**config.mk**
```make
export PLATFORM = sky130hd
export DESIGN_NAME = limit_order_book_matcher
export DESIGN_NICKNAME = d
export VERILOG_FILES = /design/src/sv/lobm_pkg.sv /design/src/sv/lobm_scan_cmp.sv /design/src/sv/limit_order_book_matcher.sv
export VERILOG_INCLUDE_DIRS = /design/src /design/src/sv
export SDC_FILE = /design/constraint.sdc
export NUM_CORES = 2
export LEC_CHECK = 0
export ABC_AREA = 1
export BUFFER_PORTS_ARGS = -buffer_cell sky130_fd_sc_hd__buf_4
export CAP_MARGIN = 20
export CORE_MARGIN = 3
export CORE_UTILIZATION = 50
export DETAILED_ROUTE_END_ITERATION = 10
export PLACE_DENSITY_LB_ADDON = 0.3
export SYNTH_ARGS = -nofsm -noshare
export SYNTH_HDL_FRONTEND = slang
export SYNTH_SLANG_ARGS = --single-unit
```
**constraint.sdc**
```tcl
create_clock -name clk_i -period 24.6 [get_ports clk_i]
set_input_delay 4.92 -clock clk_i [delete_from_list [all_inputs] [get_ports clk_i]]
set_output_delay 4.92 -clock clk_i [all_outputs]
set_load 0.02 [all_outputs]
```
**src/sv/limit_order_book_matcher_defines.svh**
```systemverilog
// Assertion macros shared by the order book RTL.
// Depends on clk_i and rst_ni being visible where a macro is used.
`ifndef LIMIT_ORDER_BOOK_MATCHER_DEFINES_SVH
`define LIMIT_ORDER_BOOK_MATCHER_DEFINES_SVH

// Same-cycle implication, checked out of reset.
`define LOBM_ASSERT_NOW(lbl, ante, cons, msg) \
  lbl: assert property (@(posedge clk_i) disable iff (!rst_ni) (ante) |-> (cons)) \
    else $error(msg);

// Next-cycle implication, checked out of reset.
`define LOBM_ASSERT_NEXT(lbl, ante, cons, msg) \
  lbl: assert property (@(posedge clk_i) disable iff (!rst_ni) (ante) |=> (cons)) \
    else $error(msg);

`endif

```
**src/sv/lobm_pkg.sv**
```systemverilog
// Shared types and constants of the order book matcher.
// No dependencies.
package lobm_pkg;

  localparam int BOOK_DEPTH = 32;
  localparam int IDX_W      = (BOOK_DEPTH > 1) ? $clog2(BOOK_DEPTH) : 1;
  localparam int CNT_W      = $clog2(BOOK_DEPTH + 1);

  localparam logic MODE_NEW    = 1'b0;
  localparam logic MODE_CANCEL = 1'b1;
  localparam logic SIDE_BUY    = 1'b0;
  localparam logic SIDE_SELL   = 1'b1;
  localparam logic KIND_TRADE  = 1'b0;
  localparam logic KIND_DONE   = 1'b1;

  typedef enum logic [2:0] {
    STAT_RESTED    = 3'd0,
    STAT_FILLED    = 3'd1,
    STAT_CANCELLED = 3'd2,
    STAT_NOT_FOUND = 3'd3,
    STAT_BOOK_FULL = 3'd4
  } status_e;

  typedef enum logic [1:0] {
    ST_IDLE,
    ST_SCAN,
    ST_DECIDE,
    ST_FINISH
  } state_e;

  typedef struct packed {
    logic [31:0] id;
    logic [31:0] price;
    logic [31:0] qty;
  } book_word_t;

  // What the scan is looking for.
  typedef struct packed {
    logic        is_cancel;
    logic        side;
    logic [31:0] id;
    logic [31:0] limit;
  } scan_ctx_t;

  // One slot as seen by the compare unit.
  typedef struct packed {
    logic             valid;
    logic             side;
    logic [IDX_W-1:0] rank;
    logic [31:0]      id;
    logic [31:0]      price;
  } slot_view_t;

  // Current best candidate.
  typedef struct packed {
    logic             found;
    logic [IDX_W-1:0] rank;
    logic [31:0]      price;
  } best_view_t;

endpackage

```
**src/sv/lobm_scan_cmp.sv**
```systemverilog
// Compare unit shared by the best-price search and the cancel lookup.
// Depends on lobm_pkg.
module lobm_scan_cmp
  import lobm_pkg::*;
(
  input  scan_ctx_t  ctx_i,
  input  slot_view_t slot_i,
  input  best_view_t best_i,
  output logic       take_o
);

  logic crosses;
  logic price_better;
  logic price_equal;
  logic older;

  always_comb begin
    crosses      = (ctx_i.side == SIDE_BUY) ? (slot_i.price <= ctx_i.limit)
                                            : (slot_i.price >= ctx_i.limit);
    price_better = (ctx_i.side == SIDE_BUY) ? (slot_i.price < best_i.price)
                                            : (slot_i.price > best_i.price);
    price_equal  = (slot_i.price == best_i.price);
    older        = (slot_i.rank < best_i.rank);
    if (ctx_i.is_cancel) begin
      take_o = slot_i.valid && (slot_i.id == ctx_i.id) && (!best_i.found || older);
    end else begin
      take_o = slot_i.valid && (slot_i.side != ctx_i.side) && crosses &&
               (!best_i.found || price_better || (price_equal && older));
    end
  end

endmodule

```
**src/sv/limit_order_book_matcher.sv**
```systemverilog
// Top level of the price-time priority order book matcher.
// Depends on lobm_pkg, lobm_scan_cmp and limit_order_book_matcher_defines.svh.
//
// Usage:
// - Request channel: in_valid_i with mode/side/order_id/limit_price/quantity;
//   a request is taken when in_valid_i is high and in_stall_o is low.
//   in_stall_o is high from acceptance until the final result is loaded.
// - Result channel: out_valid_o with the result fields; a result is taken
//   when out_valid_o is high and out_stall_i is low. last_o marks the final
//   result of a request.
// - Every search walks all BOOK_DEPTH slots through one compare unit, one
//   slot per cycle, behind a registered memory read.
// - Steps from one accepted request to the earliest next one, no stalls:
//   cancel: accept, search, decide.
// - New order: a search and a decide per trade, then the completion report
//   when the last trade fills it, otherwise a final search and decide before
//   the completion report; a zero quantity order goes straight to the report.
// - A stalled receiver holds the output register; the sequencer waits in
//   its emit state until the register is free.
// - Reset empties the book at once (valid bits clear); no clearing pass.
module limit_order_book_matcher
  import lobm_pkg::*;
(
  input  logic        clk_i,
  input  logic        rst_ni,
  input  logic        in_valid_i,
  output logic        in_stall_o,
  input  logic        mode_i,
  input  logic        side_i,
  input  logic [31:0] order_id_i,
  input  logic [31:0] limit_price_i,
  input  logic [31:0] quantity_i,
  output logic        out_valid_o,
  input  logic        out_stall_i,
  output logic        kind_o,
  output logic [31:0] resting_id_o,
  output logic [31:0] incoming_id_o,
  output logic [31:0] trade_price_o,
  output logic [31:0] trade_qty_o,
  output logic [2:0]  status_o,
  output logic        last_o
);

  localparam logic [IDX_W-1:0] LAST_IDX = IDX_W'(BOOK_DEPTH - 1);
  localparam logic [CNT_W-1:0] FULL_CNT = CNT_W'(BOOK_DEPTH);

  state_e state_q, state_d;

  // Book storage: payload in memory, bookkeeping in flops.
  book_word_t             mem [BOOK_DEPTH];
  logic [BOOK_DEPTH-1:0]  valid_q;
  logic                   side_q [BOOK_DEPTH];
  logic [IDX_W-1:0]       rank_q [BOOK_DEPTH];
  logic [CNT_W-1:0]       count_q;

  // Request held during processing.
  logic        mode_q, mode_d;
  logic        rside_q, rside_d;
  logic [31:0] id_q, id_d;
  logic [31:0] limit_q, limit_d;
  logic [31:0] qty_q, qty_d;

  // Scan pipeline.
  logic [IDX_W-1:0] scan_rd_q, scan_rd_d;
  logic             issue_q, issue_d;
  logic [IDX_W-1:0] cmp_idx_q, cmp_idx_d;
  logic             cmp_vld_q, cmp_vld_d;
  book_word_t       rd_data_q;

  // Best candidate.
  logic             best_found_q, best_found_d;
  logic [IDX_W-1:0] best_idx_q, best_idx_d;
  logic [IDX_W-1:0] best_rank_q, best_rank_d;
  logic [31:0]      best_id_q, best_id_d;
  logic [31:0]      best_price_q, best_price_d;
  logic [31:0]      best_qty_q, best_qty_d;

  // Output register.
  logic        out_valid_q, out_valid_d;
  logic        kind_q, kind_d;
  logic [31:0] rid_q, rid_d;
  logic [31:0] iid_q, iid_d;
  logic [31:0] price_q, price_d;
  logic [31:0] oqty_q, oqty_d;
  logic [2:0]  status_q, status_d;
  logic        last_q, last_d;

  // Book update controls.
  logic             mem_we;
  logic [IDX_W-1:0] mem_waddr;
  book_word_t       mem_wdata;
  logic             rm_en;
  logic [IDX_W-1:0] rm_idx;
  logic             ins_en;
  logic [IDX_W-1:0] free_idx;

  logic        out_free;
  logic        emit;
  logic        take;
  logic [31:0] fill;
  logic [31:0] rest_left;
  scan_ctx_t   ctx;
  slot_view_t  slot;
  best_view_t  best;

  assign out_free   = !out_valid_q || !out_stall_i;
  assign in_stall_o = (state_q != ST_IDLE);

  // Lowest free slot.
  always_comb begin
    free_idx = '0;
    for (int i = BOOK_DEPTH - 1; i >= 0; i--) begin
      if (!valid_q[i]) begin
        free_idx = IDX_W'(i);
      end
    end
  end

  assign ctx  = '{is_cancel: mode_q, side: rside_q, id: id_q, limit: limit_q};
  assign slot = '{valid: valid_q[cmp_idx_q], side: side_q[cmp_idx_q],
                  rank: rank_q[cmp_idx_q], id: rd_data_q.id, price: rd_data_q.price};
  assign best = '{found: best_found_q, rank: best_rank_q, price: best_price_q};

  lobm_scan_cmp u_cmp (
    .ctx_i  (ctx),
    .slot_i (slot),
    .best_i (best),
    .take_o (take)
  );

  assign fill      = (qty_q < best_qty_q) ? qty_q : best_qty_q;
  assign rest_left = best_qty_q - fill;

  always_comb begin
    state_d      = state_q;
    mode_d       = mode_q;
    rside_d      = rside_q;
    id_d         = id_q;
    limit_d      = limit_q;
    qty_d        = qty_q;
    scan_rd_d    = scan_rd_q;
    issue_d      = issue_q;
    cmp_idx_d    = cmp_idx_q;
    cmp_vld_d    = 1'b0;
    best_found_d = best_found_q;
    best_idx_d   = best_idx_q;
    best_rank_d  = best_rank_q;
    best_id_d    = best_id_q;
    best_price_d = best_price_q;
    best_qty_d   = best_qty_q;
    emit         = 1'b0;
    kind_d       = kind_q;
    rid_d        = rid_q;
    iid_d        = iid_q;
    price_d      = price_q;
    oqty_d       = oqty_q;
    status_d     = status_q;
    last_d       = last_q;
    mem_we       = 1'b0;
    mem_waddr    = best_idx_q;
    mem_wdata    = '{id: best_id_q, price: best_price_q, qty: rest_left};
    rm_en        = 1'b0;
    rm_idx       = best_idx_q;
    ins_en       = 1'b0;

    case (state_q)
      ST_IDLE: begin
        if (in_valid_i) begin
          mode_d       = mode_i;
          rside_d      = side_i;
          id_d         = order_id_i;
          limit_d      = limit_price_i;
          qty_d        = quantity_i;
          scan_rd_d    = '0;
          issue_d      = 1'b1;
          best_found_d = 1'b0;
          state_d      = (mode_i == MODE_CANCEL || quantity_i != '0) ? ST_SCAN : ST_FINISH;
        end
      end
      ST_SCAN: begin
        // Issue one slot read per cycle; compare the slot read last cycle.
        cmp_vld_d = issue_q;
        cmp_idx_d = scan_rd_q;
        if (issue_q) begin
          if (scan_rd_q == LAST_IDX) begin
            issue_d = 1'b0;
          end else begin
            scan_rd_d = scan_rd_q + 1'b1;
          end
        end
        if (cmp_vld_q && take) begin
          best_found_d = 1'b1;
          best_idx_d   = cmp_idx_q;
          best_rank_d  = rank_q[cmp_idx_q];
          best_id_d    = rd_data_q.id;
          best_price_d = rd_data_q.price;
          best_qty_d   = rd_data_q.qty;
        end
        if (cmp_vld_q && cmp_idx_q == LAST_IDX) begin
          state_d = ST_DECIDE;
        end
      end
      ST_DECIDE: begin
        if (out_free) begin
          if (mode_q == MODE_CANCEL) begin
            emit     = 1'b1;
            kind_d   = KIND_DONE;
            rid_d    = id_q;
            iid_d    = id_q;
            price_d  = best_found_q ? best_price_q : '0;
            oqty_d   = best_found_q ? best_qty_q : '0;
            status_d = best_found_q ? STAT_CANCELLED : STAT_NOT_FOUND;
            last_d   = 1'b1;
            rm_en    = best_found_q;
            state_d  = ST_IDLE;
          end else if (best_found_q) begin
            // Trade against the best resting order, then search again unless the order is filled.
            emit     = 1'b1;
            kind_d   = KIND_TRADE;
            rid_d    = best_id_q;
            iid_d    = id_q;
            price_d  = best_price_q;
            oqty_d   = fill;
            status_d = STAT_RESTED;
            last_d   = 1'b0;
            qty_d    = qty_q - fill;
            if (rest_left == '0) begin
              rm_en = 1'b1;
            end else begin
              mem_we = 1'b1;
            end
            scan_rd_d    = '0;
            issue_d      = 1'b1;
            best_found_d = 1'b0;
            state_d      = (qty_q == fill) ? ST_FINISH : ST_SCAN;
          end else begin
            state_d = ST_FINISH;
          end
        end
      end
      ST_FINISH: begin
        // No search follows; drop any pending issue.
        issue_d = 1'b0;
        if (out_free) begin
          emit    = 1'b1;
          kind_d  = KIND_DONE;
          rid_d   = '0;
          iid_d   = id_q;
          price_d = limit_q;
          oqty_d  = qty_q;
          last_d  = 1'b1;
          if (qty_q == '0) begin
            status_d = STAT_FILLED;
          end else if (count_q == FULL_CNT) begin
            status_d = STAT_BOOK_FULL;
          end else begin
            status_d  = STAT_RESTED;
            ins_en    = 1'b1;
            mem_we    = 1'b1;
            mem_waddr = free_idx;
            mem_wdata = '{id: id_q, price: limit_q, qty: qty_q};
          end
          state_d = ST_IDLE;
        end
      end
      default: begin
        state_d = ST_IDLE;
      end
    endcase

    out_valid_d = emit ? 1'b1 : (out_stall_i && out_valid_q);
  end

  always_ff @(posedge clk_i or negedge rst_ni) begin
    if (!rst_ni) begin
      state_q     <= ST_IDLE;
      issue_q     <= 1'b0;
      cmp_vld_q   <= 1'b0;
      out_valid_q <= 1'b0;
      valid_q     <= '0;
      count_q     <= '0;
    end else begin
      state_q     <= state_d;
      issue_q     <= issue_d;
      cmp_vld_q   <= cmp_vld_d;
      out_valid_q <= out_valid_d;
      if (rm_en) begin
        valid_q[rm_idx] <= 1'b0;
        count_q         <= count_q - 1'b1;
      end else if (ins_en) begin
        valid_q[free_idx] <= 1'b1;
        count_q           <= count_q + 1'b1;
      end
    end
  end

  // Age ranks and sides: close the gap on removal, append on insert.
  always_ff @(posedge clk_i) begin
    for (int i = 0; i < BOOK_DEPTH; i++) begin
      if (rm_en && valid_q[i] && rank_q[i] > rank_q[rm_idx]) begin
        rank_q[i] <= rank_q[i] - 1'b1;
      end
    end
    if (ins_en) begin
      rank_q[free_idx] <= count_q[IDX_W-1:0];
      side_q[free_idx] <= rside_q;
    end
  end

  always_ff @(posedge clk_i) begin
    mode_q       <= mode_d;
    rside_q      <= rside_d;
    id_q         <= id_d;
    limit_q      <= limit_d;
    qty_q        <= qty_d;
    scan_rd_q    <= scan_rd_d;
    cmp_idx_q    <= cmp_idx_d;
    best_found_q <= best_found_d;
    best_idx_q   <= best_idx_d;
    best_rank_q  <= best_rank_d;
    best_id_q    <= best_id_d;
    best_price_q <= best_price_d;
    best_qty_q   <= best_qty_d;
    kind_q       <= kind_d;
    rid_q        <= rid_d;
    iid_q        <= iid_d;
    price_q      <= price_d;
    oqty_q       <= oqty_d;
    status_q     <= status_d;
    last_q       <= last_d;
  end

  // Book memory: one write port, one registered read port.
  always_ff @(posedge clk_i) begin
    if (mem_we) begin
      mem[mem_waddr] <= mem_wdata;
    end
    rd_data_q <= mem[scan_rd_q];
  end

  assign out_valid_o   = out_valid_q;
  assign kind_o        = kind_q;
  assign resting_id_o  = rid_q;
  assign incoming_id_o = iid_q;
  assign trade_price_o = price_q;
  assign trade_qty_o   = oqty_q;
  assign status_o      = status_q;
  assign last_o        = last_q;

`include "limit_order_book_matcher_defines.svh"

  `LOBM_ASSERT_NOW(a_count_matches, 1'b1, count_q == CNT_W'($countones(valid_q)), "count mismatch")
  `LOBM_ASSERT_NOW(a_best_is_live, state_q == ST_DECIDE && best_found_q, valid_q[best_idx_q], "best slot not valid")
  `LOBM_ASSERT_NEXT(a_accept_busy, in_valid_i && !in_stall_o, state_q != ST_IDLE, "accepted request not in work")
  `LOBM_ASSERT_NOW(a_idle_no_cmp, state_q == ST_IDLE, !cmp_vld_q && !issue_q, "scan active while idle")

endmodule
```
---- After elaboration in Yosys (flattened, before gate mapping) ----
Memories as Yosys holds them, arrays and structs flattened. A register that Yosys moved wholly into a read port is not among the register bits.
Index checks and enable logic that the tools add are counted.
operators by class
  $add $sub $neg .......................... 37
  order comparisons ....................... 43
  equality and inequality tests ........... 20
  mux-type cells .......................... 217
  bitwise gates (word level) .............. 3
  reduce and logical (&&, ||, !) cells .... 101
operator list
  operator                                             count
  2-to-1 mux 32 bit                                    25
  2-to-1 mux 96 bit                                    4
  case mux 32 bit (2 select lines)                     5
  2-to-1 mux 5 bit                                     47
  greater-than comparator 5 bit                        32
  subtractor 5 x 1 -> 5 bit (second input constant)    32
  2-to-1 mux 1 bit                                     109
  equality test 32 bit                                 3
  logical AND 1 bit                                    75
  zero test 32 bit                                     2
  < comparator 32 bit                                  2
  subtractor 32 bit                                    2
  bitwise AND 32 bit                                   1
  greater-or-equal comparator 32 bit                   1
  greater-than comparator 32 bit                       1
  <= comparator 32 bit                                 1
  inverter 32 bit                                      1
  OR 32 bit                                            1
  nonzero test 32 bit                                  1
  < comparator 5 x 6 -> 1 bit (second input constant)  3
  2-to-1 mux 3 bit                                     6
  inequality test 2 bit (second input constant)        9
  2-to-1 mux 2 bit                                     8
  case mux 5 bit (3 select lines)                      1
  other kinds (29)                                     49
word-level totals
  flip-flop bits (word level) ............. 390
  bits in writable memories ............... 3264
  input bits .............................. 102
  output and inout port bits .............. 135
  logic and storage cells ................. 449
  memories kept ........................... 3
memories
  name    depth  bits a word  rd ports  clocked after Yosys merged registers in  write ports  RTL line                        source
  mem     32     96           1         1                                        1            limit_order_book_matcher.sv:50  book_word_t mem [BOOK_DEPTH];
  rank_q  32     5            34        2                                        32           limit_order_book_matcher.sv:53  logic [IDX_W-1:0] rank_q [BOOK_DEPTH];
  side_q  32     1            1         1                                        1            limit_order_book_matcher.sv:52  logic side_q [BOOK_DEPTH];

---- Logic depth before layout (Yosys ltp) ----
  depth in word-level cells ............... 39
  gate-level depth with buffers ........... 52

---- Hierarchy ----
A second synthesis with hierarchy kept.
unflattened totals
  cell total of the unflattened synthesis .. 13899
  area total of the unflattened synthesis .. 161760.1 um^2
modules (own cells, without submodules)
  module                    times used  cells an instance  area an instance (um^2)  seq. area each (um^2)
  limit_order_book_matcher  1           13500              159394.1                 111632.1
  lobm_scan_cmp             1           399                2366.0                   0.0

---- Worst setup path before layout ----
OpenSTA, ideal clock, no wires.
  path type ............................... input -> register
  start point ............................. input port out_stall_i
  end point ............................... register out_valid_q, in the netlist out_valid_o
  setup time .............................. 111 ps
  data arrival time ....................... 12446 ps
  slack ................................... 12043 ps
  stages .................................. 4
  cells stage by stage .................... nand2_1 nand2_1 a31oi_1 or2_2
between the ends
  longest elaborated chain between the ends .. 5
  elaborated cells between the ends (all ways) .. 7
  classes of those cells .................. mux (4); reduce/logical (3)
ends and longest elaborated chain
  element                                     RTL line                                                          source
  from (decl)                                 limit_order_book_matcher.sv:34                                    input logic out_stall_i,
  zero test 1 bit                             limit_order_book_matcher.sv:106                                   assign out_free = !out_valid_q || !out_stall_i;
  logical OR 1 bit                            limit_order_book_matcher.sv:106
  2-to-1 mux 1 bit, on equally long branches  limit_order_book_matcher.sv:244, limit_order_book_matcher.sv:204
  case mux 1 bit (2 select lines)             limit_order_book_matcher.sv:166                                   case (state_q)
  2-to-1 mux 1 bit (*)                        limit_order_book_matcher.sv:271                                   out_valid_d = emit ? 1'b1 : (out_stall_i && out_valid_q);
  via out_valid_d                             limit_order_book_matcher.sv:79                                    logic out_valid_q, out_valid_d;
  to (signal assigned)                        limit_order_book_matcher.sv:286                                   out_valid_q <= out_valid_d;
  to (decl)                                   limit_order_book_matcher.sv:79
The timed path passes the listed nets; every way through them passes the cells marked *.
A chain may end at the register's enable or synchronous reset.

---- Worst setup path in the final report ----
  start point ............................. input port out_stall_i
  end point ............................... memory mem[8][89] (netlist name), enable pin
between the ends
  longest elaborated chain between the ends .. 6
  elaborated cells between the ends (all ways) .. 9
  classes of those cells .................. mux (7); reduce/logical (2)
ends and longest elaborated chain
  element                                     RTL line                                                          source
  zero test 1 bit (*)                         limit_order_book_matcher.sv:106
  logical OR 1 bit (*)                        limit_order_book_matcher.sv:106
  2-to-1 mux 1 bit, on equally long branches  limit_order_book_matcher.sv:244, limit_order_book_matcher.sv:204
  case mux 1 bit (2 select lines)             limit_order_book_matcher.sv:166
  2-to-1 mux 1 bit                            limit_order_book_matcher.sv:335                                   if (mem_we) begin
  2-to-1 mux 1 bit (not written as such)      limit_order_book_matcher.sv:336                                   mem[mem_waddr] <= mem_wdata;
  to (decl)                                   limit_order_book_matcher.sv:50
Mark *: on every way between the ends. The rest lies on a longest branch, timed or not.

==> flow_summary.json <==
{
  "synth.distinct_cells": 65,
  "tightestPinTransition_ns": 1.35,
  "grt_max_degree": 224,
  "route.met3.wl_microns": 80500,
  "first_pass_iters": 7,
  "max_slew_margin": 0.0964,
  "finalNetCount": 14300,
  "end_kind": "register",
  "gp_congestion": 0.969,
  "p_per_area_nw_per_um2": 131,
  "fin_skew_ns": 0.142,
  "fin_setup_tns_ns": 0,
  "top_register": "mem",
  "sw_frac_of_total": 0.405,
  "clk_pin_slew_worst_paths_ns": 0.06,
  "avgRoutedWirePerCell_microns": 28.4,
  "ant_nets": 0,
  "initial_core_util": 0.503,
  "place_ws_ns": 13.30,
  "hold_viol_final": 0,
  "fmax_mhz": 95.1,
  "mappedNetlistArea_sq_um": 162000,
  "top_layer": "met5",
  "synth_edf_count": 3611,
  "crit_type": "in -> reg",
  "synthTopCellsByCount": "edfxtp_1, o21ai_0, nor2_1, nand2_1, clkbuf_1",
  "hold_buffers": 0,
  "routed_wl_microns": 527000,
  "postSynthCellCount": 13800,
  "io_buffers": 236,
  "top_regs": "mem (3072), rank_q (160), rd_data_q (96)",
  "route.detailed.drc": 0,
  "p_leak_nw": 63.0,
  "worst-endpoint-required_ns": 25.11,
  "setup_viol": 0,
  "irDropWorstVdd_uv": 147,
  "async_reset_ff_frac": 0.0114,
  "wl_met1_microns": 205000,
  "ff2ff_path_depth": 34,
  "share_seq_of_total_power": 0.378,
  "wl_met2_microns": 222000,
  "final_max_slew_viol_count": 0,
  "crit_fanout": 123,
  "synth_ff_type": "edfxtp_1",
  "power.net_switching_w": 0.00968,
  "cts-root-buf": "clkbuf_16",
  "num-fill-cells": 26200,
  "cts.sinks": 3760,
  "h-tree-depth": 5,
  "synth-seq-area-share": 0.690,
  "syn_nets": 14300,
  "fin_crit_ns": 10.51,
  "die_width_microns": 575,
  "synth_seq_cells": 3760,
  "whs_path_depth": 0,
  "grt_pass1_vias": 108000,
  "die_h_microns": 575,
  "rsz0062_at_grt": "no",
  "largest_reg_flops": 3072,
  "antenna_found_initial": 34,
  "status": "finished, final reports clean",
  "synth_area_leaders": "edfxtp_1, o21ai_0, nor2_1, nand2_1, o22ai_1",
  "internal-power_w": 0.0142,
  "crit_arrival_ns": 11.03,
  "post_cts_buffers": 0,
  "tritoncts": "built",
  "hold_class": "reg -> reg",
  "grt_overflow": 0,
  "startpoint_type": "primary input",
  "syn2layout_area_growth_pct": 12.6,
  "combPwrFrac": 0.376,
  "cts_buffers": 387,
  "clockBufferDepth": 4,
  "grt_first_pass_wirelength_microns": 753000,
  "ctsResizeCount": 0,
  "viasPerCell": 6.33,
  "syn_avg_cell_area_sq_um": 11.7,
  "finalCritPeriodShare": 0.427,
  "rows": 208,
  "cap_violations": 0,
  "final.setup.worst_slack_ns": 14.09,
  "vias": 117000,
  "drtIter0Drc": 17500,
  "dieArea_sq_um": 330000,
  "synth_top_area_cell": "edfxtp_1",
  "power_frac_clock": 0.246,
  "ys_warn_count": 0,
  "dp_hpwl_microns": 306000,
  "clock_latency_ns": 1.02,
  "num_io_pins": 237,
  "synth_top_area_frac": 0.670,
  "grt_usage": 0.308,
  "core_area_sq_um": 322000,
  "synth_most_common_cell": "edfxtp_1",
  "drive_above_1_share": 0.0949
}
-- critical path, stage by stage --
cell and delay (ns):
buf_4 0.11, nand2_1 0.31, nand3_2 0.11, buf_4 0.35, nor2_4 0.83, buf_12 0.50
inv_2 0.18, buf_4 0.48, o21ai_2 0.29, nand3_1 0.38, nor2_4 0.78, buf_4 0.90
buf_4 0.71
-- layer usage --
layer  vias to the layer above  global-route usage
li1                      50900                   -
met1                     57600               0.443
met2                      7839               0.440
met3                      1136               0.104
met4                        12              0.0982
met5                         -                   0
-- cells by family after synthesis --
group / Yosys count / synth area share
AO/OA/AOI/OAI: 4041 / 0.140
AND/OR/NAND/NOR: 4038 / 0.100
flip-flops: 3760 / 0.690
buffers and inverters: 1497 / 0.0353
adder cells (fa/ha/maj): 334 / 0.0259
XOR/XNOR: 150 / 0.00812
multiplexers: 1 / 0.0000696
-- power groups by stage --
| stage | registers [W] | clock network, W | logic (W) |
|---|---|---|---|
| 2_1_floorplan | 0.00913 | 0 | 0.00511 |
| 5_1_grt | 0.00907 | 0.00617 | 0.00962 |
| 4_1_cts | 0.00904 | 0.00592 | 0.00859 |
| 3_5_place_dp | 0.00917 | 0 | 0.00855 |
| 6_report | 0.00905 | 0.00588 | 0.00898 |
| 3_3_place_gp | 0.00917 | 0 | 0.00843 |
-- through the flow --
stage / cells / instance area [sq um] / hold WS [ns] / util / total power (W)
2_1_floorplan: 13800 / 162000 / 0.386 / - / 0.0142
3_3_place_gp: 17800 / 169000 / 0.396 / 0.524 / 0.0176
3_5_place_dp: 17800 / 169000 / 0.396 / 0.525 / 0.0177
4_1_cts: 18500 / 182000 / 0.410 / 0.565 / 0.0235
5_1_grt: 18500 / 182000 / 0.413 / 0.566 / 0.0249
6_report: 18600 / 182000 / 0.410 / 0.566 / 0.0239
-- area by class of cell --
type | instances | area, sq um | share of cell area
Antenna cell | 9 | 22.5 | 0.000124
Clock buffer | 499 | 10400 | 0.0572
Clock inverter | 218 | 2310 | 0.0127
Inverter | 653 | 2490 | 0.0137
Multi-Input combinational cell | 8564 | 45100 | 0.248
Sequential cell | 3760 | 112000 | 0.613
Tap cell | 4305 | 5390 | 0.0296
Timing Repair Buffer | 545 | 4780 | 0.0263
-- cell usage in the layout (no fill, tap or decap), drive strengths merged, types with 9 or more instances in the layout --
cell type	n
o21bai	15
o211ai	42
inv	657
o21ai	2469
nand2	1348
ha	330
o31ai	40
nor2	2138
clkbuf	499
clkinvlp	16
nand4	117
or2	23
a2111oi	9
xor2	92
nor3	53
bufinv	32
diode	9
a21oi	374
a31oi	104
edfxtp	3611
nand3	326
a32o	10
o221ai	203
dfrtp	43
o221a	9
dfxtp	106
o22ai	723
xnor2	58
nor4	28
clkinv	166
buf	545
-- final timing paths --
path	from	endpoint	slack (ns)
max	out_stall_i	mem[8][89]$_DFFE_PP_	14.09
min	rd_data_q[61]$_DFF_P_	best_price_q[29]$_DFFE_PP_	0.41
max reg2reg	qty_q[29]$_DFFE_PP_	mem[8][89]$_DFFE_PP_	15.01
min reg2reg	rd_data_q[61]$_DFF_P_	best_price_q[29]$_DFFE_PP_	0.41
max in group asynchronous	rst_ni	valid_q[21]$_DFFE_PN0P_	20.02
min in group asynchronous	rst_ni	out_valid_o$_DFF_PN0_	4.07
Power figures use the tool's default switching activity.
